==> src/sv/csd_pkg.sv <==
// ----------------------------------------------------------------------------
// csd_pkg: shared types and constants for the circle segment distance unit
// Widths of the coordinate path, projection modes and the job record passed
// from the front end through the queue to the back end.
// ----------------------------------------------------------------------------
package csd_pkg;

    localparam int CoordW     = 16;  // Q12.4 input coordinate
    localparam int DiffW      = 17;  // coordinate difference
    localparam int SumW       = 35;  // dot product and squared length
    localparam int TFracW     = 16;  // projection parameter fraction bits
    localparam int TW         = 17;  // projection parameter, 0 .. 1.0
    localparam int ProdW      = 35;  // t * delta
    localparam int ResW       = 19;  // residual vector component
    localparam int SqW        = 38;  // squared residual component
    localparam int D2W        = 36;  // squared distance
    localparam int RootW      = D2W / 2;
    localparam int RemW       = RootW + 3;
    localparam int DistW      = 17;
    localparam int RadiusW    = 15;
    localparam int InDataW    = 6 * CoordW;
    localparam int OutDataW   = 24;
    localparam int FifoDepthDefault = 4;

    localparam logic [RadiusW-1:0] RadiusReset = 15'd160;
    localparam logic [TW-1:0]      TOne        = 17'h10000;

    typedef enum logic [1:0] {
        TM_ZERO = 2'd0,  // t = 0: start point or degenerate segment
        TM_ONE  = 2'd1,  // t = 1: end point
        TM_DIV  = 2'd2   // t strictly between, from the divider
    } csd_tmode_t;

    typedef struct packed {
        csd_tmode_t              mode;
        logic signed [DiffW-1:0] px;
        logic signed [DiffW-1:0] py;
        logic signed [DiffW-1:0] dx;
        logic signed [DiffW-1:0] dy;
        logic [SumW-1:0]         dot;
        logic [SumW-1:0]         len2;
    } csd_job_t;

    typedef struct packed {
        logic full;
        logic empty;
    } csd_fifo_stat_t;

endpackage

==> src/sv/csd_fifo.sv <==
// ----------------------------------------------------------------------------
// csd_fifo: job queue between front and back end
// Short register queue so each side can stall on its own.
// ----------------------------------------------------------------------------
module csd_fifo
    import csd_pkg::*;
#(
    parameter int DEPTH = FifoDepthDefault
)
(
    input  logic           clk,
    input  logic           rst_n,
    input  logic           push,
    input  csd_job_t       wr_job,
    input  logic           pop,
    output csd_job_t       rd_job,
    output csd_fifo_stat_t stat
);

    localparam int PtrW = (DEPTH > 1) ? $clog2(DEPTH) : 1;
    localparam int CntW = $clog2(DEPTH + 1);

    csd_job_t              mem_reg [DEPTH];
    logic [PtrW-1:0]       wr_ptr_reg, rd_ptr_reg;
    logic [CntW-1:0]       count_reg;

    assign stat.full  = (count_reg == CntW'(DEPTH));
    assign stat.empty = (count_reg == '0);
    assign rd_job     = mem_reg[rd_ptr_reg];

    // pointers and fill count
    always_ff @(posedge clk or negedge rst_n)
    begin
        if (!rst_n)
        begin
            wr_ptr_reg <= '0;
            rd_ptr_reg <= '0;
            count_reg  <= '0;
        end
        else
        begin
            if (push)
                wr_ptr_reg <= (wr_ptr_reg == PtrW'(DEPTH - 1)) ? '0 : wr_ptr_reg + 1'b1;
            if (pop)
                rd_ptr_reg <= (rd_ptr_reg == PtrW'(DEPTH - 1)) ? '0 : rd_ptr_reg + 1'b1;
            if (push && !pop)
                count_reg <= count_reg + 1'b1;
            else if (pop && !push)
                count_reg <= count_reg - 1'b1;
        end
    end

    // store entry
    always_ff @(posedge clk)
    begin
        if (push)
            mem_reg[wr_ptr_reg] <= wr_job;
    end

endmodule

==> config.mk <==
export PLATFORM = sky130hd
export DESIGN_NAME = csd_fifo
export DESIGN_NICKNAME = d
export VERILOG_FILES = /design/src/sv/csd_pkg.sv /design/src/sv/csd_fifo.sv
export SDC_FILE = /design/constraint.sdc
export NUM_CORES = 1
export LEC_CHECK = 0
export BUFFER_PORTS_ARGS = -buffer_cell sky130_fd_sc_hd__buf_2
export CAP_MARGIN = 25
export CORE_ASPECT_RATIO = 2
export CORE_MARGIN = 2
export CORE_UTILIZATION = 40
export DETAILED_ROUTE_END_ITERATION = 10
export PLACE_DENSITY_LB_ADDON = 0.3
export SYNTH_ARGS = -nofsm -noshare
export SYNTH_HDL_FRONTEND = slang
export SYNTH_SLANG_ARGS = --single-unit
==> constraint.sdc <==
create_clock -name clk -period 12.7 [get_ports clk]
set_input_delay 2.54 -clock clk [delete_from_list [all_inputs] [get_ports clk]]
set_output_delay 2.54 -clock clk [all_outputs]
set_load 0.03 [all_outputs]
==> impl_metrics.py <==
metrics = {
    "outcome": {
        "status": "completed",
    },
    "timing": {
        "fin_ws_ns": 6.51,
        "fin_tns_setup_ns": 0,
        "setup_viol": 0,
        "slew_headroom_pct": 33.7,
        "min_period_over_period_pct": 48.8,
        "tightest_slew_ns": 0.994,
        "rsz0062_at_grt": "no",
        "finalHoldViolations": 0,
        "fin_crit_ns": 6.19,
        "fmax_mhz": 161,
        "finClkSkew_ns": 0.00995,
        "slew_viol_final": 0,
    },
    "setup_path": {
        "worstSetupEndpointType": "primary output",
        "crit_chain": "buf_4, buf_4, mux4_2, buf_2",
        "reg2reg_depth": 4,
        "cp-startpoint": "rd_ptr_reg[0]",
        "timing.critical_path.mode_cell": "buf_4",
        "cp_max_fo": 37,
        "cp_data_required_time_ns": 10.16,
        "path_buf_inv": 3,
        "cp.depth": 4,
        "max_stage_delay_ns": 0.79,
        "path_delay_family": "buffers and inverters",
        "reg2reg_from": "wr_ptr_reg[1]",
        "cp-start-kind": "register",
        "slowest_stage": "dfrtp_4",
        "arrival_ns": 3.65,
        "path_class": "register to primary output",
    },
    "logic_synthesis": {
        "synth-simple-area-share_pct": 0.273,
        "yosys.area_share.adder_pct": 0.462,
        "async_flop_share_pct": 1.23,
        "synth_compound_area_share_pct": 0.0486,
        "ys_seq_area_share_pct": 82.5,
        "synth-edff-count": 560,
        "yosysTopAreaCell": "edfxtp_1",
        "ys_types": 18,
        "synth_seq_cells": 567,
        "synth_area_leaders": "edfxtp_1, mux4_2, dfrtp_1",
        "syn-cell-area_sq_mm": 0.0206,
        "synth_flop_cell": "edfxtp_1",
        "synthMuxAreaShare_pct": 15.5,
        "synth_common_cells": "edfxtp_1, mux4_2, buf_2, buf_6, dfrtp_1",
        "yosysWarnings": 0,
        "yosysTopAreaCellShare_pct": 81.6,
        "synth_top_family_by_area": "multiplexers",
        "synth-xor-area-share_pct": 0.128,
        "syn_avg_cell_area_sq_um": 26.8,
        "synth_fp_nets": 920,
        "syn_inst": 769,
        "synth.most_common_cell": "edfxtp_1",
    },
    "power_and_ir_drop": {
        "p_per_area_mw_per_mm2": 243,
        "leakage_nw": 8.18,
        "p_total_w": 0.00590,
        "ir_worst_vdd_uv": 157,
    },
    "clock_tree": {
        "cts.sinks": 567,
        "ctsResizeCount": 0,
        "clk_pin_slew_ns": 0.06,
        "clk-insertion-delay-late_ns": 0.58,
        "postCtsSetupBuffers": 0,
        "cts_made_buffers": 47,
        "htree_levels": 2,
        "cts_hold_buf": 0,
        "cts_tree": "yes",
        "clk_path_buf_depth": 3,
        "root_buffer": "clkbuf_16",
    },
    "drt": {
        "drt_iter0_markers": 663,
        "ant_nets": 0,
        "avgViaCountPerCell": 5.10,
        "wire_per_inst_microns": 23.2,
        "post-route-drc-count": 0,
        "drtPass1Iterations": 4,
        "via_count": 9087,
        "drt_wl_total_microns": 41300,
    },
    "cells_and_area": {
        "design_area_sq_mm": 0.0243,
        "finish.utilization_pct": 47.7,
        "drive_above_1_share_pct": 46.3,
        "fin_nets": 1236,
        "largest_reg_flops": 560,
        "area_growth_pct": 18.0,
    },
    "worst_hold_path": {
        "hold_start": "count_reg[2]",
        "hp-class": "register to register",
        "hold_depth": 1,
    },
    "floorplanning": {
        "row_count": 117,
        "io_pins": 286,
        "die_w_microns": 164,
        "dieHeight_microns": 325,
        "design.die.area_sq_mm": 0.0534,
        "initial_core_util_pct": 40.4,
        "core_area_sq_mm": 0.0509,
    },
    "grt": {
        "antenna_found_initial": 13,
        "grt_max_degree": 71,
        "grt_overflow": 0,
        "track_usage_pct": 15.6,
        "grt_pass1_wl_microns": 61300,
        "grt_pass1_vias": 9903,
    },
    "placed_design": {
        "portBuffers": 285,
        "pre_cts_slack_ns": 6.91,
        "dp_hpwl_microns": 25600,
        "gp_congestion": 0.721,
        "placedInstanceArea_sq_mm": 0.0227,
    },
    "job": {
        "max_cap_violations": 0,
    },
}
where the power goes:
group	switching [W]	total, W	leakage (nW)	internal (W)
clock	0.000634	0.00144	0.751	0.000804
sequential	0.000109	0.00251	5.22	0.00240
combinational	0.00126	0.00196	2.21	0.000693
layout make-up:
class,instances,area [sq um]
repair buffers,299,1550
flip-flops and latches,567,17000
fillers,4165,26600
inverters,4,15.0
diodes,6,15.0
clock inverters,27,278
clock buffers,58,1250
multi-input cells,166,3380
well taps,654,818
cells in the final DEF (no fill, tap or decap):
cell	count
and2_4	4
buf_16	1
buf_2	285
buf_4	13
bufinv_16	5
clkbuf_1	9
clkbuf_16	48
clkbuf_8	1
clkinv_1	5
clkinv_2	12
clkinv_8	1
clkinvlp_4	2
dfrtp_1	5
dfrtp_4	2
diode_2	6
edfxtp_1	560
fa_1	1
ha_1	6
inv_1	4
inv_6	2
mux2_2	3
mux4_2	140
nand2_1	2
nor2_1	3
nor3_1	1
nor3b_1	1
o21ai_0	2
xnor2_1	1
xor2_1	2
stage by stage:
step / hold slack, ns / cells
floorplan: 0.456 / 769
global placement: 0.473 / 1689
detailed placement: 0.479 / 1689
CTS: 0.493 / 1774
global route: 0.525 / 1779
finish: 0.493 / 1781
metal layers:
metal  track usage [%]  vias to the layer above  part of all wire [%]
met5                 0                        -                  0.25
met4              5.97                       16                   2.9
met3              4.02                       76                   6.6
met2              28.2                      289                    55
met1              17.2                     4740                    35
li1                  -                     3966                     -
logic make-up (layout without fill, tap and decap cells):
group	after synthesis	in the layout
compound gates	2	2
xor+xnor	3	3
fa+ha+maj	7	7
buf+inv	36	388
flops	567	567
mux	143	143
other cells	0	6
simple gates	11	11
path summary, 6_finish.rpt:
| kind | end | slack [ns] |
|---|---|---|
| min in group asynchronous | count_reg[1] | 1.81 |
| max in group asynchronous | rd_ptr_reg[1] | 10.68 |
| min | count_reg[2] | 0.49 |
| max reg2reg | mem_reg[1][84] | 10.25 |
| max | rd_job[90] | 6.51 |
| min reg2reg | count_reg[2] | 0.49 |
No activity file was read; power rests on OpenSTA's default activity.
