$ cat src/sv/csd_pkg.sv
// ----------------------------------------------------------------------------
// csd_pkg: shared types and constants for the circle segment distance unit
// Widths of the coordinate path, projection modes and the job record passed
// from the front end through the queue to the back end.
// ----------------------------------------------------------------------------
package csd_pkg;

    localparam int CoordW     = 16;  // Q12.4 input coordinate
    localparam int DiffW      = 17;  // coordinate difference
    localparam int SumW       = 35;  // dot product and squared length
    localparam int TFracW     = 16;  // projection parameter fraction bits
    localparam int TW         = 17;  // projection parameter, 0 .. 1.0
    localparam int ProdW      = 35;  // t * delta
    localparam int ResW       = 19;  // residual vector component
    localparam int SqW        = 38;  // squared residual component
    localparam int D2W        = 36;  // squared distance
    localparam int RootW      = D2W / 2;
    localparam int RemW       = RootW + 3;
    localparam int DistW      = 17;
    localparam int RadiusW    = 15;
    localparam int InDataW    = 6 * CoordW;
    localparam int OutDataW   = 24;
    localparam int FifoDepthDefault = 4;

    localparam logic [RadiusW-1:0] RadiusReset = 15'd160;
    localparam logic [TW-1:0]      TOne        = 17'h10000;

    typedef enum logic [1:0] {
        TM_ZERO = 2'd0,  // t = 0: start point or degenerate segment
        TM_ONE  = 2'd1,  // t = 1: end point
        TM_DIV  = 2'd2   // t strictly between, from the divider
    } csd_tmode_t;

    typedef struct packed {
        csd_tmode_t              mode;
        logic signed [DiffW-1:0] px;
        logic signed [DiffW-1:0] py;
        logic signed [DiffW-1:0] dx;
        logic signed [DiffW-1:0] dy;
        logic [SumW-1:0]         dot;
        logic [SumW-1:0]         len2;
    } csd_job_t;

    typedef struct packed {
        logic full;
        logic empty;
    } csd_fifo_stat_t;

endpackage

$ cat src/sv/csd_front.sv
// ----------------------------------------------------------------------------
// csd_front: input stage of the distance unit
// Takes query transfers, forms offsets and products, and classifies the
// projection as start point, end point or a true division.
// ----------------------------------------------------------------------------
module csd_front
    import csd_pkg::*;
(
    input  logic                 clk,
    input  logic                 rst_n,
    input  logic                 in_valid,
    input  logic [InDataW-1:0]   in_data,
    input  logic                 enable,
    output logic                 push,
    output csd_job_t             job
);

    logic                        v1_reg, v2_reg;
    logic signed [DiffW-1:0]     dx1_reg, dy1_reg, px1_reg, py1_reg;
    logic signed [DiffW-1:0]     dx2_reg, dy2_reg, px2_reg, py2_reg;
    logic signed [2*DiffW-1:0]   sqx_reg, sqy_reg, pdx_reg, pdy_reg;
    logic signed [CoordW-1:0]    cx, cy, sx, sy, ex, ey;
    logic signed [SumW:0]        dot_s, len2_s;

    // unpack fields, lowest first
    assign cx = in_data[0*CoordW +: CoordW];
    assign cy = in_data[1*CoordW +: CoordW];
    assign sx = in_data[2*CoordW +: CoordW];
    assign sy = in_data[3*CoordW +: CoordW];
    assign ex = in_data[4*CoordW +: CoordW];
    assign ey = in_data[5*CoordW +: CoordW];

    // valid bits
    always_ff @(posedge clk or negedge rst_n)
    begin
        if (!rst_n)
        begin
            v1_reg <= 1'b0;
            v2_reg <= 1'b0;
        end
        else if (enable)
        begin
            v1_reg <= in_valid;
            v2_reg <= v1_reg;
        end
    end

    // offsets, then products
    always_ff @(posedge clk)
    begin
        if (enable)
        begin
            dx1_reg <= DiffW'(ex) - DiffW'(sx);
            dy1_reg <= DiffW'(ey) - DiffW'(sy);
            px1_reg <= DiffW'(cx) - DiffW'(sx);
            py1_reg <= DiffW'(cy) - DiffW'(sy);
            sqx_reg <= dx1_reg * dx1_reg;
            sqy_reg <= dy1_reg * dy1_reg;
            pdx_reg <= px1_reg * dx1_reg;
            pdy_reg <= py1_reg * dy1_reg;
            dx2_reg <= dx1_reg;
            dy2_reg <= dy1_reg;
            px2_reg <= px1_reg;
            py2_reg <= py1_reg;
        end
    end

    // sum and classify
    assign dot_s  = (SumW+1)'(pdx_reg) + (SumW+1)'(pdy_reg);
    assign len2_s = (SumW+1)'(sqx_reg) + (SumW+1)'(sqy_reg);

    always_comb
    begin
        job.px   = px2_reg;
        job.py   = py2_reg;
        job.dx   = dx2_reg;
        job.dy   = dy2_reg;
        job.dot  = dot_s[SumW-1:0];
        job.len2 = len2_s[SumW-1:0];
        if (len2_s == '0 || dot_s <= 0)
            job.mode = TM_ZERO;
        else if (dot_s >= len2_s)
            job.mode = TM_ONE;
        else
            job.mode = TM_DIV;
    end

    assign push = v2_reg && enable;

endmodule

$ cat config.mk
export PLATFORM = sky130hd
export DESIGN_NAME = csd_front
export DESIGN_NICKNAME = d
export VERILOG_FILES = /design/src/sv/csd_pkg.sv /design/src/sv/csd_front.sv
export SDC_FILE = /design/constraint.sdc
export NUM_CORES = 2
export LEC_CHECK = 0
export ABC_AREA = 1
export BUFFER_PORTS_ARGS = -buffer_cell sky130_fd_sc_hd__buf_2
export CORE_UTILIZATION = 30
export CTS_BUF_LIST = sky130_fd_sc_hd__clkbuf_4
export CTS_CLUSTER_SIZE = 40
export DETAILED_ROUTE_END_ITERATION = 8
export HOLD_SLACK_MARGIN = 0.06
export PLACE_DENSITY = 0.47
export SKIP_LAST_GASP = 1
export SLEW_MARGIN = 5
export SYNTH_ARGS = -nofsm -noshare
export SYNTH_HDL_FRONTEND = slang
export SYNTH_SLANG_ARGS = --single-unit
$ cat constraint.sdc
create_clock -name clk -period 5.9 [get_ports clk]
set_clock_uncertainty 0.05 [all_clocks]
set_input_delay 1.77 -clock clk [delete_from_list [all_inputs] [get_ports clk]]
set_output_delay 1.77 -clock clk [all_outputs]
set_load 0.005 [all_outputs]
==> metrics <==
clk_lat worst skew a little over 1 ns; crit path DAT around 4.5 ns; commonest cells in the netlist 2173 x inv_1, 1648 x nand2_1, 1128 x fa_1; DR iter-0 viols between 2000 and 2500; crit path kind reg -> out; clock tree buffer depth 3; Worst path slowest cell edfxtp_1; Slew Limit Fails 0; worst-margin pin slew between 1 and 1.5 ns; largest net degree at the start of global routing 64; GP Congestion about 0.93; MaxCap Viol Count 0; dpl hpwl between 150000 and 200000 µm; gr ovfl total 0; Row Count 163; gr usage total approximately 19%; synth unique cells between 40 and 50; crit-path max cell delay between 0.5 and 0.6 ns; Ys Warns 0; Synth Area per Inst just over 8 µm²; most frequent cell on the critical path nand2_1; top cells by area, synth fa_1 38%, inv_1 14%, edfxtp_1 13%; Buf/Inv on CP 5; syn nets 8959; most common cell in the netlist inv_1; critical path cell sequence ha_4, nand2_2, nor2_4, inv_1, nor2_2, nand2_1, nand3_2, nand2_2, nand2_1, nand2_1, nand2_4, inv_1, ha_1, nand4_1, buf_4, nor4_4, nand4_1, o21ai_2, nor2_4, buf_6, nor2_1, buf_2; cts hold-fix bufs 0; main combinational cell family by area after synthesis adder cells; Core Box Area 198000 µm²; sequential area share after synthesis between 10% and 20%; mux cell area share after synthesis 0.0188%; Worst Hold Class reg -> reg; period utilization 106%; Post-Synth Simple-Gate Area approximately 15%; post-synthesis instance area 59800 µm²; Worst Hold End py2_reg[10]; final worst slack -0.369 ns; # DRC 0; die area approximately 200000 µm²; htree depth 3; failing checks negative setup slack; Die W 448 µm; R2R setup slack ~0.030 ns; Hold Startpoint py1_reg[10]; CTS sink count 270; Initial Utilization 30.2%; min Tclk post-route between 6 and 7 ns; nets 9869; Post-Synth XOR/XNOR Area roughly 3.7%; Buffers on Ports 240; Critical R2R Capture pdy_reg[29]; Slew HR approximately 26%; Post-synth ARST share less than 1%; TritonRoute pass-1 iters 6; Worst Path Required approximately 4.1 ns; Post-Syn Instances between 7000 and 8000; first-pass GRT wire length between 200000 and 300000 µm; root buf cell clkbuf_4; number of CTS-inserted buffers 85; Post-synth EDFFs roughly 270; placed cells 10500; Seq cells post-synth 270; Top Family by Delay on Critical Path simple AND/OR/NAND/NOR gates; final wirelength 188000 µm; TritonCTS clock tree yes; Worst Path Max Fanout 4; WL/cell between 15 and 20 µm; Area Overhead vs Synth 26.8%; final hold viol count 0; Die Y 448 µm; initial antenna violation count 4; DRT antenna net count 0; vias in the first global route roughly 51000; Compound-Gate Fraction of Synth Area under 10%; RSZ-0062 raised after global routing true; startpoint types flop; setup TNS -0.732 ns; Setup Viol. Count Final 2; Post-Synth Adder-Cell Area ~49%; CTS clk-pin slew, worst paths 0.06 ns; Vias 47700; share of cells above drive strength 1 23.6%; fin cells ~11000; Crit Reg-Reg Startpoint dy1_reg[4]; cell taking the most area after synthesis fa_1; outcome complete, but fails checks; Top FF cell, synth edfxtp_1; Fmax between 0.15 and 0.2 GHz; Via density 4.40; num ports between 200 and 250; share of the synthesized area in the top cell type approximately 38%; Worst Setup End Kind primary output; Hold Path Depth 0; R2R cell count 23
-- worst reg2reg max path: cells and delay by family (launching register included) --
family / cells / cell delay, ns
xor gates and xnor gates: 1 / 0.16
buffers and inverters: 8 / 0.86
AOI/OAI and AO/OA: 4 / 0.46
and+or+nand+nor: 3 / 0.23
adders and majority gates: 7 / 3.38
DFF: 1 / 0.42
-- placed cells by master (no fill, tap or decap), types with 10 or more instances in the layout --
master | Yosys | routed
a21o_1 | 13 | 13
a21oi_1 | 248 | 163
a21oi_2 | 0 | 75
a21oi_4 | 0 | 10
and2_1 | 15 | 13
buf_12 | 0 | 66
buf_2 | 0 | 240
buf_4 | 2 | 639
buf_6 | 0 | 73
clkbuf_4 | 0 | 114
clkinv_1 | 0 | 20
clkinv_2 | 0 | 12
edfxtp_1 | 268 | 268
fa_1 | 1128 | 1070
fa_2 | 0 | 58
ha_1 | 520 | 393
ha_4 | 0 | 119
inv_1 | 2173 | 2092
inv_2 | 2 | 81
nand2_1 | 1648 | 1455
nand2_2 | 14 | 149
nand2_4 | 0 | 58
nand3_1 | 116 | 88
nand3_2 | 3 | 26
nand4_1 | 40 | 40
nor2_1 | 253 | 203
nor2_2 | 12 | 38
nor2_4 | 0 | 24
nor3_1 | 32 | 15
nor3_2 | 2 | 10
o211ai_1 | 11 | 11
o21ai_0 | 103 | 69
o21ai_1 | 19 | 42
o21ai_2 | 5 | 15
o21bai_1 | 20 | 17
or2_2 | 18 | 14
xnor2_1 | 95 | 89
xor2_1 | 156 | 143
-- timing repair --
item,4_1_cts,5_1_grt
endpoints found under the setup margin,33,68
cloned,0,10
pin swaps,90,305
gates resized for setup,298,702
buffers inserted,62,138
hold endpoints to repair,0,0
-- metrics by stage --
step	hold WS, ns	util (%)	cell area [µm²]	setup slack [ns]
2_1_floorplan	0.374	-	59800	0.00797
4_1_cts	0.310	36.2	71500	-0.554
5_1_grt	0.403	38.3	75700	-0.650
3_5_place_dp	0.455	34.7	68500	-0.185
6_report	0.462	38.3	75800	-0.369
3_3_place_gp	0.451	34.7	68500	-0.127
-- cells by family after synthesis --
| group | Yosys count |
|---|---|
| flops | 270 |
| fa+ha+maj | 1648 |
| compound gates | 478 |
| xor+xnor | 252 |
| mux | 1 |
| simple gates | 2175 |
| buf+inv | 2387 |
-- layer usage --
metal	up-vias	GRT usage (%)	share of wire [%]	routed length, µm
li1	22900	-	-	-
met1	23800	23.4	43	80900
met2	755	32.9	50	93600
met3	213	1.46	3.2	6000
met4	4	7.00	3.8	7040
met5	-	0	0.018	34
-- area by class of cell --
class,count,area [µm²]
Antenna cell,4,10.0
Inverter,2175,8170
Multi-Input combinational cell,4554,46700
Tap cell,2640,3300
Fill cell,20400,122000
Clock inverter,35,199
Sequential cell,270,8100
Timing Repair Buffer,1035,8460
Clock buffer,113,848
-- worst max-delay path by stage --
stage	end	depth (start not counted)	startpoint	slack [ns]
floorplan	pdy_reg[33]	19	dy1_reg[3]	0.008
global placement	pdy_reg[30]	19	py1_reg[16]	-0.13
detailed placement	pdx_reg[31]	19	px1_reg[9]	-0.18
CTS	job[139]	26	pdy_reg[6]	-0.55
global route	job[139]	27	sqy_reg[16]	-0.65
finish	job[138]	22	sqx_reg[11]	-0.37
Power is not shown: default switching activity piles up to over one toggle a cycle in this logic, so the estimate is an artifact.
